`src/rtl/ogn_pkg.sv`:
```
package ogn_pkg;

    // Default parameter values
    localparam int COORD_FRAC_BITS_DEF = 16;
    localparam int MAX_OCTAVE_EXP_DEF  = 15;

    // Fixed field widths
    localparam int COORD_W   = 16;
    localparam int AMP_W     = 16;
    localparam int EXP_W     = 4;
    localparam int NOISE_W   = 28;
    localparam int CFG_IDX_W = 2;

    // Shared multiplier
    localparam int OP_W   = 32;
    localparam int PROD_W = 2 * OP_W;

    // Register indexes
    localparam logic [CFG_IDX_W-1:0] CFG_BASE_AMP = 2'd0;
    localparam logic [CFG_IDX_W-1:0] CFG_MIN_EXP  = 2'd1;
    localparam logic [CFG_IDX_W-1:0] CFG_MAX_EXP  = 2'd2;

    // Register reset values
    localparam logic [AMP_W-1:0] AMP_RST     = 16'd256;
    localparam logic [EXP_W-1:0] MIN_EXP_RST = 4'd0;
    localparam logic [EXP_W-1:0] MAX_EXP_RST = 4'd4;

    // Multiply request from the sequencer
    typedef struct packed {
        logic signed [OP_W-1:0] a;
        logic signed [OP_W-1:0] b;
    } mul_req_t;

    // Control into the core
    typedef struct packed {
        logic start;
        logic res_ready;
    } core_ctl_t;

    // Status out of the core
    typedef struct packed {
        logic idle;
        logic res_valid;
    } core_sts_t;

endpackage

```
`src/rtl/ogn_mul.sv`:
```
module ogn_mul
(
    input  logic                                clk,
    input  ogn_pkg::mul_req_t                   req,
    output logic signed [ogn_pkg::PROD_W-1:0]   prod
);

    logic signed [ogn_pkg::PROD_W-1:0] prod_reg;

    // Multiply and register the product
    always_ff @(posedge clk)
    begin
        prod_reg <= ogn_pkg::PROD_W'(req.a * req.b);
    end

    assign prod = prod_reg;

endmodule

```
`src/rtl/ogn_core.sv`:
```
module ogn_core
#(
    parameter int COORD_FRAC_BITS = ogn_pkg::COORD_FRAC_BITS_DEF,
    parameter int MAX_OCTAVE_EXP  = ogn_pkg::MAX_OCTAVE_EXP_DEF
)
(
    input  logic                                  clk,
    input  logic                                  rst_n,
    input  ogn_pkg::core_ctl_t                    ctl,
    output ogn_pkg::core_sts_t                    sts,
    input  logic [ogn_pkg::COORD_W-1:0]           coord_u,
    input  logic [ogn_pkg::COORD_W-1:0]           coord_v,
    input  logic [ogn_pkg::AMP_W-1:0]             amp,
    input  logic [ogn_pkg::EXP_W-1:0]             lo_exp,
    input  logic [ogn_pkg::EXP_W-1:0]             hi_exp,
    output ogn_pkg::mul_req_t                     req,
    input  logic signed [ogn_pkg::PROD_W-1:0]     prod,
    output logic signed [ogn_pkg::NOISE_W-1:0]    noise
);

    localparam int F     = COORD_FRAC_BITS;
    localparam int KMAX  = (MAX_OCTAVE_EXP < 15) ? MAX_OCTAVE_EXP : 15;
    localparam int IDX_W = KMAX + 1;
    localparam int P_W   = F + KMAX;
    localparam int T_W   = F + 1;
    localparam int DOT_W = 20;
    localparam int SUM_W = 32;
    localparam int OP_W  = ogn_pkg::OP_W;
    localparam int PR_W  = ogn_pkg::PROD_W;

    localparam logic [OP_W-1:0] ONE_OP   = OP_W'(1) << F;
    localparam logic [OP_W-1:0] THREE_OP = OP_W'(3) << F;
    localparam logic signed [PR_W-1:0] HALF_F = PR_W'(1) <<< (F - 1);
    localparam logic signed [PR_W-1:0] HALF_D = PR_W'(1) <<< (F - 2);

    localparam logic [31:0] PMOD    = 32'h7fffffff;
    localparam logic [OP_W-1:0] PM_MUL   = OP_W'(48271);
    localparam logic [OP_W-1:0] HASH_X   = 32'h0badf00d;
    localparam logic [OP_W-1:0] HASH_Y   = 32'h13371337;
    localparam logic [31:0]     HASH_F   = 32'hdeadbeef;

    localparam logic signed [SUM_W-1:0] OUT_MAX = SUM_W'(134217727);
    localparam logic signed [SUM_W-1:0] OUT_MIN = -SUM_W'(134217728);

    // Sequencer states
    localparam logic [3:0] S_IDLE  = 4'd0;
    localparam logic [3:0] S_SETUP = 4'd1;
    localparam logic [3:0] S_SM1   = 4'd2;
    localparam logic [3:0] S_SM2   = 4'd3;
    localparam logic [3:0] S_HX    = 4'd4;
    localparam logic [3:0] S_HY    = 4'd5;
    localparam logic [3:0] S_FOLD  = 4'd6;
    localparam logic [3:0] S_PM1   = 4'd7;
    localparam logic [3:0] S_PM2   = 4'd8;
    localparam logic [3:0] S_DX    = 4'd9;
    localparam logic [3:0] S_DY    = 4'd10;
    localparam logic [3:0] S_B1    = 4'd11;
    localparam logic [3:0] S_B2    = 4'd12;
    localparam logic [3:0] S_AMP   = 4'd13;
    localparam logic [3:0] S_ACC   = 4'd14;
    localparam logic [3:0] S_DONE  = 4'd15;

    // Map one generator draw to Q1.15, round half away from zero
    function automatic logic signed [15:0] draw_q15(input logic [31:0] g);
        logic signed [32:0] s;
        logic               neg;
        logic [29:0]        b;
        logic [46:0]        x;
        logic [15:0]        q0;
        logic [31:0]        r;
        logic [16:0]        q;
        s   = $signed({1'b0, g}) - 33'sd1073741824;
        neg = s[32];
        b   = neg ? 30'(-s) : 30'(s);
        x   = 47'({b, 16'b0}) + 47'(30'h3fffffff);
        q0  = x[46:31];
        r   = {1'b0, x[30:0]} + {15'b0, q0, 1'b0};
        q   = {1'b0, q0} + ((r >= 32'h7ffffffe) ? 17'd1 : 17'd0);
        if (neg)
        begin
            return 16'(17'd0 - q);
        end
        return (q > 17'd32767) ? 16'sd32767 : 16'(q);
    endfunction

    // Reduce a hash modulo 2^31-1, zero becomes one
    function automatic logic [31:0] fold_hash(input logic [31:0] h);
        logic [31:0] t;
        t = {1'b0, h[30:0]} + 32'(h[31]);
        if (t >= PMOD)
        begin
            t = t - PMOD;
        end
        return (t == 32'd0) ? 32'd1 : t;
    endfunction

    // Reduce a generator product modulo 2^31-1
    function automatic logic [31:0] fold_prod(input logic [PR_W-1:0] p);
        logic [31:0] t;
        t = 32'(p[30:0]) + 32'(p[46:31]);
        if (t >= PMOD)
        begin
            t = t - PMOD;
        end
        return t;
    endfunction

    logic [3:0]                 state_reg, state_next;
    logic                       phase_reg, phase_next;
    logic [1:0]                 sel_reg, sel_next;
    logic [ogn_pkg::EXP_W-1:0]  k_reg, k_next;
    logic [ogn_pkg::EXP_W-1:0]  i_reg, i_next;
    logic [F-1:0]               u_reg, u_next;
    logic [F-1:0]               v_reg, v_next;
    logic [F-1:0]               fx_reg, fx_next;
    logic [F-1:0]               fy_reg, fy_next;
    logic [KMAX-1:0]            x0_reg, x0_next;
    logic [KMAX-1:0]            y0_reg, y0_next;
    logic [T_W-1:0]             tmp_reg, tmp_next;
    logic [T_W-1:0]             sx_reg, sx_next;
    logic [T_W-1:0]             sy_reg, sy_next;
    logic [31:0]                hx_reg, hx_next;
    logic [31:0]                seed_reg, seed_next;
    logic signed [15:0]         gx_reg, gx_next;
    logic signed [15:0]         gy_reg, gy_next;
    logic signed [PR_W-1:0]     acc_reg, acc_next;
    logic signed [DOT_W-1:0]    dot_reg [4];
    logic signed [DOT_W-1:0]    dot_next [4];
    logic signed [SUM_W-1:0]    sum_reg, sum_next;

    logic [ogn_pkg::EXP_W-1:0]  hi_eff;
    logic [P_W-1:0]             px, py;
    logic [IDX_W-1:0]           freq;
    logic [IDX_W-1:0]           x1, y1;
    logic [KMAX-1:0]            cx, cy;
    logic [F-1:0]               t_cur;
    logic [OP_W-1:0]            dx_op, dy_op;
    logic [OP_W-1:0]            wsx_op, wsy_op;
    logic signed [PR_W-1:0]     pair_sum;
    logic [31:0]                u_wide, v_wide;

    // Clamp the top octave to what the lattice supports
    assign hi_eff = (hi_exp > ogn_pkg::EXP_W'(KMAX)) ? ogn_pkg::EXP_W'(KMAX) : hi_exp;

    // Lattice position and corner indexes
    assign px    = {{KMAX{1'b0}}, u_reg} << k_reg;
    assign py    = {{KMAX{1'b0}}, v_reg} << k_reg;
    assign freq  = IDX_W'(1) << k_reg;
    assign x1    = {1'b0, x0_reg} + IDX_W'(1);
    assign y1    = {1'b0, y0_reg} + IDX_W'(1);
    assign cx    = sel_reg[0] ? ((x1 == freq) ? '0 : x1[KMAX-1:0]) : x0_reg;
    assign cy    = sel_reg[1] ? ((y1 == freq) ? '0 : y1[KMAX-1:0]) : y0_reg;
    assign t_cur = sel_reg[0] ? fy_reg : fx_reg;

    // Offsets from the corner and blend weights
    assign dx_op  = OP_W'(fx_reg) - (sel_reg[0] ? ONE_OP : '0);
    assign dy_op  = OP_W'(fy_reg) - (sel_reg[1] ? ONE_OP : '0);
    assign wsx_op = OP_W'(sx_reg);
    assign wsy_op = OP_W'(sy_reg);

    assign pair_sum = acc_reg + prod;
    assign u_wide   = {16'b0, coord_u};
    assign v_wide   = {16'b0, coord_v};

    // Select multiplier operands for the current step
    always_comb
    begin
        req = '0;
        case (state_reg)
            S_SM1:
            begin
                req.a = OP_W'(t_cur);
                req.b = OP_W'(t_cur);
            end
            S_SM2:
            begin
                req.a = OP_W'(tmp_reg);
                req.b = THREE_OP - (OP_W'(t_cur) << 1);
            end
            S_HX:
            begin
                req.a = HASH_X;
                req.b = OP_W'(cx);
            end
            S_HY:
            begin
                req.a = HASH_Y;
                req.b = OP_W'(cy);
            end
            S_PM1, S_PM2:
            begin
                req.a = seed_reg;
                req.b = PM_MUL;
            end
            S_DX:
            begin
                req.a = dx_op;
                req.b = OP_W'(gx_reg);
            end
            S_DY:
            begin
                req.a = dy_op;
                req.b = OP_W'(gy_reg);
            end
            S_B1:
            begin
                case (sel_reg)
                    2'd0:
                    begin
                        req.a = OP_W'(dot_reg[0]);
                        req.b = ONE_OP - wsx_op;
                    end
                    2'd1:
                    begin
                        req.a = OP_W'(dot_reg[2]);
                        req.b = ONE_OP - wsx_op;
                    end
                    default:
                    begin
                        req.a = OP_W'(dot_reg[0]);
                        req.b = ONE_OP - wsy_op;
                    end
                endcase
            end
            S_B2:
            begin
                case (sel_reg)
                    2'd0:
                    begin
                        req.a = OP_W'(dot_reg[1]);
                        req.b = wsx_op;
                    end
                    2'd1:
                    begin
                        req.a = OP_W'(dot_reg[3]);
                        req.b = wsx_op;
                    end
                    default:
                    begin
                        req.a = OP_W'(dot_reg[1]);
                        req.b = wsy_op;
                    end
                endcase
            end
            S_AMP:
            begin
                req.a = OP_W'(dot_reg[2]);
                req.b = OP_W'(amp);
            end
            default:
            begin
                req = '0;
            end
        endcase
    end

    // Step the sequencer and write back results
    always_comb
    begin
        state_next = state_reg;
        phase_next = phase_reg;
        sel_next   = sel_reg;
        k_next     = k_reg;
        i_next     = i_reg;
        u_next     = u_reg;
        v_next     = v_reg;
        fx_next    = fx_reg;
        fy_next    = fy_reg;
        x0_next    = x0_reg;
        y0_next    = y0_reg;
        tmp_next   = tmp_reg;
        sx_next    = sx_reg;
        sy_next    = sy_reg;
        hx_next    = hx_reg;
        seed_next  = seed_reg;
        gx_next    = gx_reg;
        gy_next    = gy_reg;
        acc_next   = acc_reg;
        sum_next   = sum_reg;
        for (int j = 0; j < 4; j++)
        begin
            dot_next[j] = dot_reg[j];
        end

        case (state_reg)
            S_IDLE:
            begin
                if (ctl.start)
                begin
                    u_next     = u_wide[F-1:0];
                    v_next     = v_wide[F-1:0];
                    k_next     = lo_exp;
                    i_next     = '0;
                    sum_next   = '0;
                    phase_next = 1'b0;
                    sel_next   = 2'd0;
                    state_next = (lo_exp > hi_eff) ? S_DONE : S_SETUP;
                end
            end
            S_SETUP:
            begin
                x0_next    = px[P_W-1:F];
                fx_next    = px[F-1:0];
                y0_next    = py[P_W-1:F];
                fy_next    = py[F-1:0];
                sel_next   = 2'd0;
                state_next = S_SM1;
            end
            S_FOLD:
            begin
                seed_next  = fold_hash(seed_reg);
                state_next = S_PM1;
            end
            S_ACC:
            begin
                sum_next = sum_reg
                    + SUM_W'(acc_reg >>> (5'd8 + 5'(i_reg)));
                if (k_reg == hi_eff)
                begin
                    state_next = S_DONE;
                end
                else
                begin
                    k_next     = k_reg + 1'b1;
                    i_next     = i_reg + 1'b1;
                    state_next = S_SETUP;
                end
            end
            S_DONE:
            begin
                if (ctl.res_ready)
                begin
                    state_next = S_IDLE;
                end
            end
            default:
            begin
                // Multiply steps: issue, then write back
                phase_next = ~phase_reg;
                if (phase_reg)
                begin
                    case (state_reg)
                        S_SM1:
                        begin
                            tmp_next   = T_W'((prod + HALF_F) >>> F);
                            state_next = S_SM2;
                        end
                        S_SM2:
                        begin
                            if (sel_reg[0])
                            begin
                                sy_next    = T_W'((prod + HALF_F) >>> F);
                                sel_next   = 2'd0;
                                state_next = S_HX;
                            end
                            else
                            begin
                                sx_next    = T_W'((prod + HALF_F) >>> F);
                                sel_next   = 2'd1;
                                state_next = S_SM1;
                            end
                        end
                        S_HX:
                        begin
                            hx_next    = prod[31:0] + (HASH_F << k_reg);
                            state_next = S_HY;
                        end
                        S_HY:
                        begin
                            seed_next  = hx_reg + prod[31:0];
                            state_next = S_FOLD;
                        end
                        S_PM1:
                        begin
                            seed_next  = fold_prod(prod);
                            state_next = S_PM2;
                        end
                        S_PM2:
                        begin
                            gx_next    = draw_q15(seed_reg);
                            seed_next  = fold_prod(prod);
                            state_next = S_DX;
                        end
                        S_DX:
                        begin
                            acc_next   = prod + HALF_D;
                            gy_next    = draw_q15(seed_reg);
                            state_next = S_DY;
                        end
                        S_DY:
                        begin
                            dot_next[sel_reg] = DOT_W'(pair_sum >>> (F - 1));
                            sel_next          = sel_reg + 2'd1;
                            state_next        = (sel_reg == 2'd3) ? S_B1 : S_HX;
                        end
                        S_B1:
                        begin
                            acc_next   = prod + HALF_F;
                            state_next = S_B2;
                        end
                        S_B2:
                        begin
                            case (sel_reg)
                                2'd0:
                                begin
                                    dot_next[0] = DOT_W'(pair_sum >>> F);
                                    sel_next    = 2'd1;
                                    state_next  = S_B1;
                                end
                                2'd1:
                                begin
                                    dot_next[1] = DOT_W'(pair_sum >>> F);
                                    sel_next    = 2'd2;
                                    state_next  = S_B1;
                                end
                                default:
                                begin
                                    dot_next[2] = DOT_W'(pair_sum >>> F);
                                    sel_next    = 2'd0;
                                    state_next  = S_AMP;
                                end
                            endcase
                        end
                        S_AMP:
                        begin
                            acc_next   = prod + (PR_W'(1) <<< (5'd7 + 5'(i_reg)));
                            state_next = S_ACC;
                        end
                        default:
                        begin
                            state_next = S_IDLE;
                        end
                    endcase
                end
            end
        endcase
    end

    // Control registers
    always_ff @(posedge clk or negedge rst_n)
    begin
        if (!rst_n)
        begin
            state_reg <= S_IDLE;
            phase_reg <= 1'b0;
            sel_reg   <= 2'd0;
        end
        else
        begin
            state_reg <= state_next;
            phase_reg <= phase_next;
            sel_reg   <= sel_next;
        end
    end

    // Datapath registers
    always_ff @(posedge clk)
    begin
        k_reg    <= k_next;
        i_reg    <= i_next;
        u_reg    <= u_next;
        v_reg    <= v_next;
        fx_reg   <= fx_next;
        fy_reg   <= fy_next;
        x0_reg   <= x0_next;
        y0_reg   <= y0_next;
        tmp_reg  <= tmp_next;
        sx_reg   <= sx_next;
        sy_reg   <= sy_next;
        hx_reg   <= hx_next;
        seed_reg <= seed_next;
        gx_reg   <= gx_next;
        gy_reg   <= gy_next;
        acc_reg  <= acc_next;
        sum_reg  <= sum_next;
        for (int j = 0; j < 4; j++)
        begin
            dot_reg[j] <= dot_next[j];
        end
    end

    // Saturate the octave sum
    always_comb
    begin
        if (sum_reg > OUT_MAX)
        begin
            noise = OUT_MAX[ogn_pkg::NOISE_W-1:0];
        end
        else if (sum_reg < OUT_MIN)
        begin
            noise = OUT_MIN[ogn_pkg::NOISE_W-1:0];
        end
        else
        begin
            noise = sum_reg[ogn_pkg::NOISE_W-1:0];
        end
    end

    assign sts.idle      = (state_reg == S_IDLE);
    assign sts.res_valid = (state_reg == S_DONE);

endmodule

```
`src/rtl/octave_gradient_noise.sv`:
```
// Channel   Dir  Payload (low bit first)                  Handshake
// s_        in   coord_u[15:0], coord_v[31:16]             s_tvalid / s_tready
// m_        out  noise_value[27:0], zero pad [31:28]       m_tvalid / m_tready
// cfg_      in   cfg_index selects, cfg_data value         cfg_valid / cfg_ready
//
// Each octave in the range runs 35 steps through one shared 32x32 multiplier,
// each step issuing its operands and then writing back the product; an
// empty octave range goes straight to the result.
// Reset clears the sequencer and loads the register defaults; cfg_ready is
// always high. A finished result sits in the output register while the next
// texel is taken; the core holds its result until that register frees up.
module octave_gradient_noise
#(
    parameter int COORD_FRAC_BITS = ogn_pkg::COORD_FRAC_BITS_DEF,
    parameter int MAX_OCTAVE_EXP  = ogn_pkg::MAX_OCTAVE_EXP_DEF
)
(
    input  logic                              clk,
    input  logic                              rst_n,
    input  logic                              s_tvalid,
    output logic                              s_tready,
    input  logic [31:0]                       s_tdata,   // coord_u, coord_v
    output logic                              m_tvalid,
    input  logic                              m_tready,
    output logic [31:0]                       m_tdata,   // noise_value, pad
    input  logic                              cfg_valid,
    output logic                              cfg_ready,
    input  logic [ogn_pkg::CFG_IDX_W-1:0]     cfg_index,
    input  logic [ogn_pkg::AMP_W-1:0]         cfg_data
);

    logic [ogn_pkg::AMP_W-1:0]            amp_reg, amp_next;
    logic [ogn_pkg::EXP_W-1:0]            lo_reg, lo_next;
    logic [ogn_pkg::EXP_W-1:0]            hi_reg, hi_next;
    logic                                 out_valid_reg, out_valid_next;
    logic signed [ogn_pkg::NOISE_W-1:0]   out_data_reg, out_data_next;

    ogn_pkg::core_ctl_t                   ctl;
    ogn_pkg::core_sts_t                   sts;
    ogn_pkg::mul_req_t                    req;
    logic signed [ogn_pkg::PROD_W-1:0]    prod;
    logic signed [ogn_pkg::NOISE_W-1:0]   noise;

    assign cfg_ready = 1'b1;
    assign s_tready  = sts.idle;

    assign ctl.start     = s_tvalid & sts.idle;
    assign ctl.res_ready = ~out_valid_reg | m_tready;

    // Write configuration registers
    always_comb
    begin
        amp_next = amp_reg;
        lo_next  = lo_reg;
        hi_next  = hi_reg;
        if (cfg_valid)
        begin
            case (cfg_index)
                ogn_pkg::CFG_BASE_AMP: amp_next = cfg_data;
                ogn_pkg::CFG_MIN_EXP:  lo_next  = cfg_data[ogn_pkg::EXP_W-1:0];
                ogn_pkg::CFG_MAX_EXP:  hi_next  = cfg_data[ogn_pkg::EXP_W-1:0];
                default:               amp_next = amp_reg;
            endcase
        end
    end

    // Load and drain the output register
    always_comb
    begin
        out_valid_next = out_valid_reg;
        out_data_next  = out_data_reg;
        if (m_tready)
        begin
            out_valid_next = 1'b0;
        end
        if (sts.res_valid && ctl.res_ready)
        begin
            out_valid_next = 1'b1;
            out_data_next  = noise;
        end
    end

    always_ff @(posedge clk or negedge rst_n)
    begin
        if (!rst_n)
        begin
            amp_reg       <= ogn_pkg::AMP_RST;
            lo_reg        <= ogn_pkg::MIN_EXP_RST;
            hi_reg        <= ogn_pkg::MAX_EXP_RST;
            out_valid_reg <= 1'b0;
        end
        else
        begin
            amp_reg       <= amp_next;
            lo_reg        <= lo_next;
            hi_reg        <= hi_next;
            out_valid_reg <= out_valid_next;
        end
    end

    always_ff @(posedge clk)
    begin
        out_data_reg <= out_data_next;
    end

    assign m_tvalid = out_valid_reg;
    assign m_tdata  = {4'b0, out_data_reg};

    ogn_core
    #(
        .COORD_FRAC_BITS (COORD_FRAC_BITS),
        .MAX_OCTAVE_EXP  (MAX_OCTAVE_EXP)
    )
    u_core
    (
        .clk     (clk),
        .rst_n   (rst_n),
        .ctl     (ctl),
        .sts     (sts),
        .coord_u (s_tdata[15:0]),
        .coord_v (s_tdata[31:16]),
        .amp     (amp_reg),
        .lo_exp  (lo_reg),
        .hi_exp  (hi_reg),
        .req     (req),
        .prod    (prod),
        .noise   (noise)
    );

    ogn_mul u_mul
    (
        .clk  (clk),
        .req  (req),
        .prod (prod)
    );

endmodule

```
`config.mk`:
```
export PLATFORM = sky130hd
export DESIGN_NAME = octave_gradient_noise
export DESIGN_NICKNAME = d
export VERILOG_FILES = /design/src/rtl/ogn_pkg.sv /design/src/rtl/ogn_mul.sv /design/src/rtl/ogn_core.sv /design/src/rtl/octave_gradient_noise.sv
export SDC_FILE = /design/constraint.sdc
export NUM_CORES = 2
export LEC_CHECK = 0
export ABC_AREA = 1
export BUFFER_PORTS_ARGS = -buffer_cell sky130_fd_sc_hd__buf_2
export CAP_MARGIN = 20
export CORE_UTILIZATION = 30
export CTS_BUF_LIST = sky130_fd_sc_hd__clkbuf_16
export DETAILED_ROUTE_END_ITERATION = 12
export PLACE_DENSITY = 0.42
export SETUP_SLACK_MARGIN = 0.4
export SKIP_LAST_GASP = 1
export SLEW_MARGIN = 20
export SYNTH_ARGS = -nofsm -noshare
export SYNTH_HDL_FRONTEND = slang
export SYNTH_SLANG_ARGS = --single-unit
```
`constraint.sdc`:
```
create_clock -name clk -period 31.7 [get_ports clk]
set_input_delay 4.755 -clock clk [delete_from_list [all_inputs] [get_ports clk]]
set_output_delay 4.755 -clock clk [all_outputs]
set_load 0.03 [all_outputs]
```
=== Yosys cells after proc, flatten, opt, wreduce, memory -nomap -nowiden ===
Memories as Yosys holds them, arrays and structs flattened.
Index checks and enable logic that the tools add are counted.

* Register bits: 469
* Latch bits: 0
* Bits in writable memories: 80
* Bits in read-only memories: 0
* Input bits: 55
* Word-level logic and storage cells: 216
* Memories kept: 1

* $add $sub $neg: 29
* $mul: 1
* Divide/modulo/power cells: 0
* Order comparisons: 10
* Equal/unequal tests: 25
* Shift-type cells: 6
* Multiplexer cells: 71
* Bitwise gates (word level): 10
* Reductions and logical operators: 37

{| class="wikitable"
|+ Memory list
! name !! words !! bits a word !! read ports !! clocked after Yosys merged registers in !! wr ports !! RTL line !! source
|-
| u_core.dot_reg || 4 || 20 || 4 || 0 || 4 || ogn_core.sv:127 || <nowiki>logic signed [DOT_W-1:0] dot_reg [4];</nowiki>
|}

{| class="wikitable"
|+ Operators with widths
! operator !! number
|-
| one-hot mux 64 bit (10 select lines) || 1
|-
| one-hot mux 64 bit (2 select lines) || 2
|-
| two-way mux 32 bit || 6
|-
| one-hot mux 32 bit (2 select lines) || 3
|-
| one-hot mux 64 bit (3 select lines) || 1
|-
| two-way mux 80 bit || 2
|-
| one-hot mux 60 bit (2 select lines) || 1
|-
| two-way mux 20 bit || 5
|-
| adder 32 bit || 3
|-
| >= comparator 32 x 31 -> 1 bit (second input constant) || 3
|-
| bitwise mux 80 bit || 1
|-
| two-way mux 16 bit || 5
|-
| adder 64 x 16 -> 64 bit (second input constant) || 1
|-
| adder 64 x 17 -> 64 bit (second input constant) || 1
|-
| adder 64 bit || 1
|-
| multiplier 32 x 32 -> 64 bit || 1
|-
| <<< shifter 2 x 5 -> 64 bit (first input constant) || 1
|-
| >>> shifter 64 x 5 -> 32 bit || 1
|-
| subtractor 16 x 32 -> 32 bit || 2
|-
| subtractor 32 x 31 -> 32 bit (second input constant) || 2
|-
| left shift 16 x 4 -> 31 bit || 2
|-
| two-way mux 15 bit || 4
|-
| adder 46 x 30 -> 47 bit (second input constant) || 1
|-
| two-way mux 4 bit || 11
|-
| other kinds (66) || 128
|}

=== Depth between registers and ports, before layout ===
* Word-level depth: 11
* Gate-level depth with buffers: 55
* Depth with buffers taken out: 53

=== Hierarchy ===
From an unflattened synthesis, not the netlist that was laid out.

* Cell total of the unflattened synthesis: 11517
* Area, all modules: 84482.3 µm²

{| class="wikitable"
|+ By module, submodules not included
! module !! times used !! cells each !! area an instance (µm²)
|-
| ogn_core || 1 || 6239 || 42310.6
|-
| ogn_mul || 1 || 5126 || 40218.6
|-
| octave_gradient_noise || 1 || 152 || 1953.1
|}

=== Worst setup path before layout ===
No wires, ideal clock.

* Path kind: register -> register
* From: register u_core.k_reg[0] (netlist name)
* To: register u_mul.prod_reg (netlist bit u_mul.prod[54])
* Arrival time: 9848 ps
* Setup slack: 21780 ps
* Stages on the path, launching flop included: 51
* Path buffers: 4
* Period minus slack after synthesis: 9920 ps
* Cell sequence: edfxtp_1 > inv_1 > buf_1 > ha_1 > nand2_1 > xor2_1 > nor3_1 > o21ai_1 > nor3_1 > nand3b_1 > or4_1 > buf_2 > buf_6 > nand3_1 > nand2_1 > nand2_1 > nand2_1 > nor2_4 > [15 not listed] > inv_1 > ha_1 > nand2_1 > or2_2 > nand3_1 > a21oi_1 > o21bai_1 > nand2_1 > nand2_1 > a21boi_0 > o21ai_0 > a21boi_0 > o21ai_0 > nand3_1 > nand2_1 > a21oi_1 > o21ai_0 > xor2_1

* Cells in the longest elaborated chain, start to end: 6
* Elaborated cells between the ends (all ways): 9
* Classes of those cells: 1 x mul; 2 x eq/ne; 1 x shift; 5 x mux

{| class="wikitable"
|+ Ends and longest elaborated chain
! what !! RTL line !! source
|-
| from (decl) || ogn_core.sv:111 || <nowiki>logic [ogn_pkg::EXP_W-1:0] k_reg, k_next;</nowiki>
|-
| from (signal assigned) || ogn_core.sv:459 || <nowiki>k_reg <= k_next;</nowiki>
|-
| left shift 1 x 4 -> 16 bit * || ogn_core.sv:148 || <nowiki>assign freq = IDX_W'(1) << k_reg;</nowiki>
|-
| == test 16 bit, on equally long branches || ogn_core.sv:152, ogn_core.sv:151 ||
|-
| two-way mux 15 bit, on equally long branches (2 in series) || ogn_core.sv:152, ogn_core.sv:151 ||
|-
| one-hot mux 64 bit (10 select lines) * || ogn_core.sv:169 || <nowiki>case (state_reg)</nowiki>
|-
| multiplier 32 x 32 -> 64 bit * || ogn_mul.sv:13 || <nowiki>prod_reg <= ogn_pkg::PROD_W'(req.a * req.b);</nowiki>
|-
| to (signal assigned) || ogn_mul.sv:13 ||
|-
| to (decl) || ogn_mul.sv:8 || <nowiki>logic signed [ogn_pkg::PROD_W-1:0] prod_reg;</nowiki>
|}

Every way passes the cells marked *; elsewhere a longest branch is shown, timed or not.
A chain may end at the register's enable or synchronous reset.

=== Worst setup path in the final report ===
* From: register u_core.k_reg[0] (netlist name)
* To: register u_mul.prod_reg (netlist bit u_mul.prod[53])

The elaborated chain is that of the path after synthesis.

==> summary.md <==
• **Slew @ Worst Pin** 1.35 ns
• **total DRC errors in the routed layout** 0
• **post-synthesis instance area** 74,000 sq um
• **type of element capturing the critical path** flip-flop
• **Ports** 90
• **post-synthesis async set-or-reset flop share** 6.03%
• **post-CTS clock slew at the launch and capture registers of the worst setup and hold paths** 0.07 ns
• **required time reported for the critical path endpoint** 32.32 ns
• **row count** 181
• **met1 routed wirelength after detailed routing** 152,000 um
• **via count** 65.8k
• **remaining max-slew budget at the tightest pin** 8.73%
• **routed length on met3** 25,100 um
• **EDFF count, synth** 444
• **number of cells upsized or downsized after cts** 0
• **final clock period utilization by the worst path** 39.9%
• **CP dominant cell by count** sky130_fd_sc_hd__inv_1
• **die area** 249,000 sq um
• **distinct cell type count after synthesis** 84
• **Num CTS Buffers** 71
• **layout overhead on the synthesized area** 9.54%
• **stages on the worst setup path** 47
• **mean area per synthesized cell** 7.76 sq um
• **worst hold path cell count** 0
• **first-pass GRT wire length** 466,000 um
• **number of flip-flops in the largest register** 80
• **post-detailed-route count of antenna-violating nets** 0
• **number of antenna violations at the first check in global routing** 25
• **ratio of cells with drive above 1 in the final layout** 6.53%
• **Top FF cell, synth** sky130_fd_sc_hd__edfxtp_1
• **startpoint-to-endpoint class of the critical path** flip-flop to flip-flop
• **worst reg-to-reg path cell count** 47
• **most repeated cell in the gate-level netlist after synthesis** sky130_fd_sc_hd__nand2_1
• **Via density** 5.13
• **CTS tree** done
• **startpoint kind of the worst setup timing path** flip-flop
• **Worst Path Buf+Inv** 10
• **shortest clock period the worst path allows after layout** 12.64 ns
• **number of clock sinks** 531
• **final max-slew violation count** 0
• **largest delay contributor family on the critical path** adder cells
• **Setup TNS** 0 ns
• **count of endpoints failing hold in the final timing report** 0
• **RSZ-0062 raised after global routing** false
• **top layer reached by signal wires** met5
• **metal2 WL** 137,000 um
• **iteration count of the initial detailed-routing pass** 6
• **Highest Clock Rate** 79.1 MHz
• **final setup violation count** 0
• **number of DRC violations after detailed-routing iteration 0** 6,663
• **Hold/Removal Path Class** flip-flop to flip-flop
• **height of the chip** 499 um
• **number of nets in the final layout** 10.9k
• **most area-hungry cell type in the Yosys netlist** sky130_fd_sc_hd__fa_1
• **count of buffers inserted at the top-level ports** 84
• **dominant cells by area after synthesis** sky130_fd_sc_hd__fa_1 25%, sky130_fd_sc_hd__edfxtp_1 18%, sky130_fd_sc_hd__nand2_1 9.3%, sky130_fd_sc_hd__inv_1 9.2%, sky130_fd_sc_hd__ha_1 6.6%
• **clock latency of the later-clocked register in the worst-skew pair** 0.70 ns
• **maximum net fanout on the critical path** 52
• **setup clock skew after layout** 0.0248 ns
• **post-synthesis instance total** 9,539
• **CTS hold repair buffers** 0
• **library cell used as clock root buffer** sky130_fd_sc_hd__clkbuf_16
• **GRT overflow** 0
• **proportion of synthesized chip area in sequential cells** 20.6%
• **post-detailed-route wirelength per cell** 25.2 um
• **list of most frequent post-synthesis cells** 1,837 x sky130_fd_sc_hd__nand2_1, 1,815 x sky130_fd_sc_hd__inv_1, 1,126 x sky130_fd_sc_hd__nor2_1, 926 x sky130_fd_sc_hd__fa_1, 514 x sky130_fd_sc_hd__o21ai_0
• **maxcap violations** 0
• **slowest cell on the critical path** sky130_fd_sc_hd__or4_1
• **DRT Wirelength** 323,000 um
• **number of post-CTS setup repair buffers** 0
• **run status** finished clean
• **final HPWL from detailed placement** 266,000 um
• **data arrival time of the worst path** 13.27 ns
• **pin count of the biggest net entering global routing** 66
• **via count of the first global-routing pass** 65.2k
• **Total GRT Usage** 25.8%
• **delay of the slowest critical-path stage** 0.78 ns
• **proportion of netlist area held by the largest area contributor** 25.0%
• **core region area** 244,000 sq um
• **H-tree levels** 3
• **Max clock buf depth** 3
• **Synth Register Bits** 531
• **Yosys Warn Count** 0
• **starting density of the core** 30.3%
• **global placer's final weighted congestion** 0.984
• **width of the chip** 499 um
==> per-stage QoR <==
step | hold WS, ns | setup slack (ns) | utilization (%) | instance area (sq um) | cells
2_1_floorplan | 0.453 | 21.78 | - | 74000 | 9542
3_3_place_gp | 0.431 | 19.39 | 32.2 | 78700 | 12700
3_5_place_dp | 0.440 | 19.40 | 32.2 | 78800 | 12700
4_1_cts | 0.459 | 19.34 | 33.2 | 81100 | 12800
5_1_grt | 0.464 | 18.44 | 33.2 | 81100 | 12800
6_report | 0.461 | 19.06 | 33.2 | 81100 | 12800
==> cells in the final DEF, fill, tap and decap left out, types with 14 or more instances in the layout <==
cell type                   Yosys  routed
sky130_fd_sc_hd__nand2_1     1837    1836
sky130_fd_sc_hd__a31oi_1       53      53
sky130_fd_sc_hd__nor2_1      1126    1103
sky130_fd_sc_hd__nor2_4        11      18
sky130_fd_sc_hd__nor3_1        99      92
sky130_fd_sc_hd__dfxtp_1       55      55
sky130_fd_sc_hd__nor2_2        37      53
sky130_fd_sc_hd__xor2_1       226     226
sky130_fd_sc_hd__edfxtp_1     444     444
sky130_fd_sc_hd__ha_1         392     392
sky130_fd_sc_hd__or2_2         31      31
sky130_fd_sc_hd__o21bai_1      14      14
sky130_fd_sc_hd__inv_1       1815    1829
sky130_fd_sc_hd__nor4_1        57      48
sky130_fd_sc_hd__fa_1         926     925
sky130_fd_sc_hd__clkinv_1      18      26
sky130_fd_sc_hd__o211ai_1      48      48
sky130_fd_sc_hd__o21ai_1       21      24
sky130_fd_sc_hd__dfrtp_1       30      29
sky130_fd_sc_hd__buf_2         41      84
sky130_fd_sc_hd__inv_2         22      25
sky130_fd_sc_hd__nand3_1      383     383
sky130_fd_sc_hd__nand3b_1      31      31
sky130_fd_sc_hd__nand4_1      108     108
sky130_fd_sc_hd__o22ai_1       23      23
sky130_fd_sc_hd__xnor2_1       68      68
sky130_fd_sc_hd__mux2i_1       25      25
sky130_fd_sc_hd__clkbuf_16      0      73
sky130_fd_sc_hd__a221oi_1      22      22
sky130_fd_sc_hd__o21a_1        35      35
sky130_fd_sc_hd__a22oi_1       15      15
sky130_fd_sc_hd__nand2_2       42      43
sky130_fd_sc_hd__nand3_2       14      14
sky130_fd_sc_hd__buf_4         24     165
sky130_fd_sc_hd__o21ai_0      514     511
sky130_fd_sc_hd__a21oi_1      508     502
==> worst paths after layout <==
kind | slack (ns) | end | start
worst min register to register | 0.46 | out_data_reg[27]$_SDFFCE_PN0P_ | u_core.sum_reg[31]$_SDFFCE_PN0P_
max in group asynchronous | 27.08 | u_core.sel_reg[0]$_DFFE_PN0P_ | rst_n
worst max-delay path | 19.06 | u_mul.prod[53]$_DFF_P_ | u_core.k_reg[0]$_DFFE_PP_
worst max register to register | 19.06 | u_mul.prod[53]$_DFF_P_ | u_core.k_reg[0]$_DFFE_PP_
worst min-delay path | 0.46 | out_data_reg[27]$_SDFFCE_PN0P_ | u_core.sum_reg[31]$_SDFFCE_PN0P_
min in group asynchronous | 4.12 | amp_reg[5]$_DFFE_PN0P_ | rst_n
==> logic make-up after synthesis <==
logic type	after synthesis	share of synthesized area (%)
other	2	0.0101
flip-flops	531	20.6
AND/OR/NAND/NOR	3806	21.7
AO/OA/AOI/OAI	1396	10.7
multiplexers	36	0.505
XOR/XNOR	299	3.59
buffers and inverters	2151	11.2
adder cells (fa/ha/maj)	1318	31.7
==> metal layers <==
layer  vias up  global-route usage [%]
met5         -                       0
met4         6                    6.36
met3       303                    4.82
met2      2374                    38.6
met1     32800                    38.0
li1      30300                       -
==> final cells by class <==
type,instances,area (sq um)
Antenna cell,4,10.0
Clock buffer,73,1830
Clock inverter,56,465
Fill cell,26200,163000
Inverter,1856,6970
Multi-Input combinational cell,6860,50900
Sequential cell,531,15200
Tap cell,3202,4010
Timing Repair Buffer,250,1670
Power is left out: the tool's default activity adds up to more than one toggle a clock period on the data nets, which glitch-free logic cannot reach.
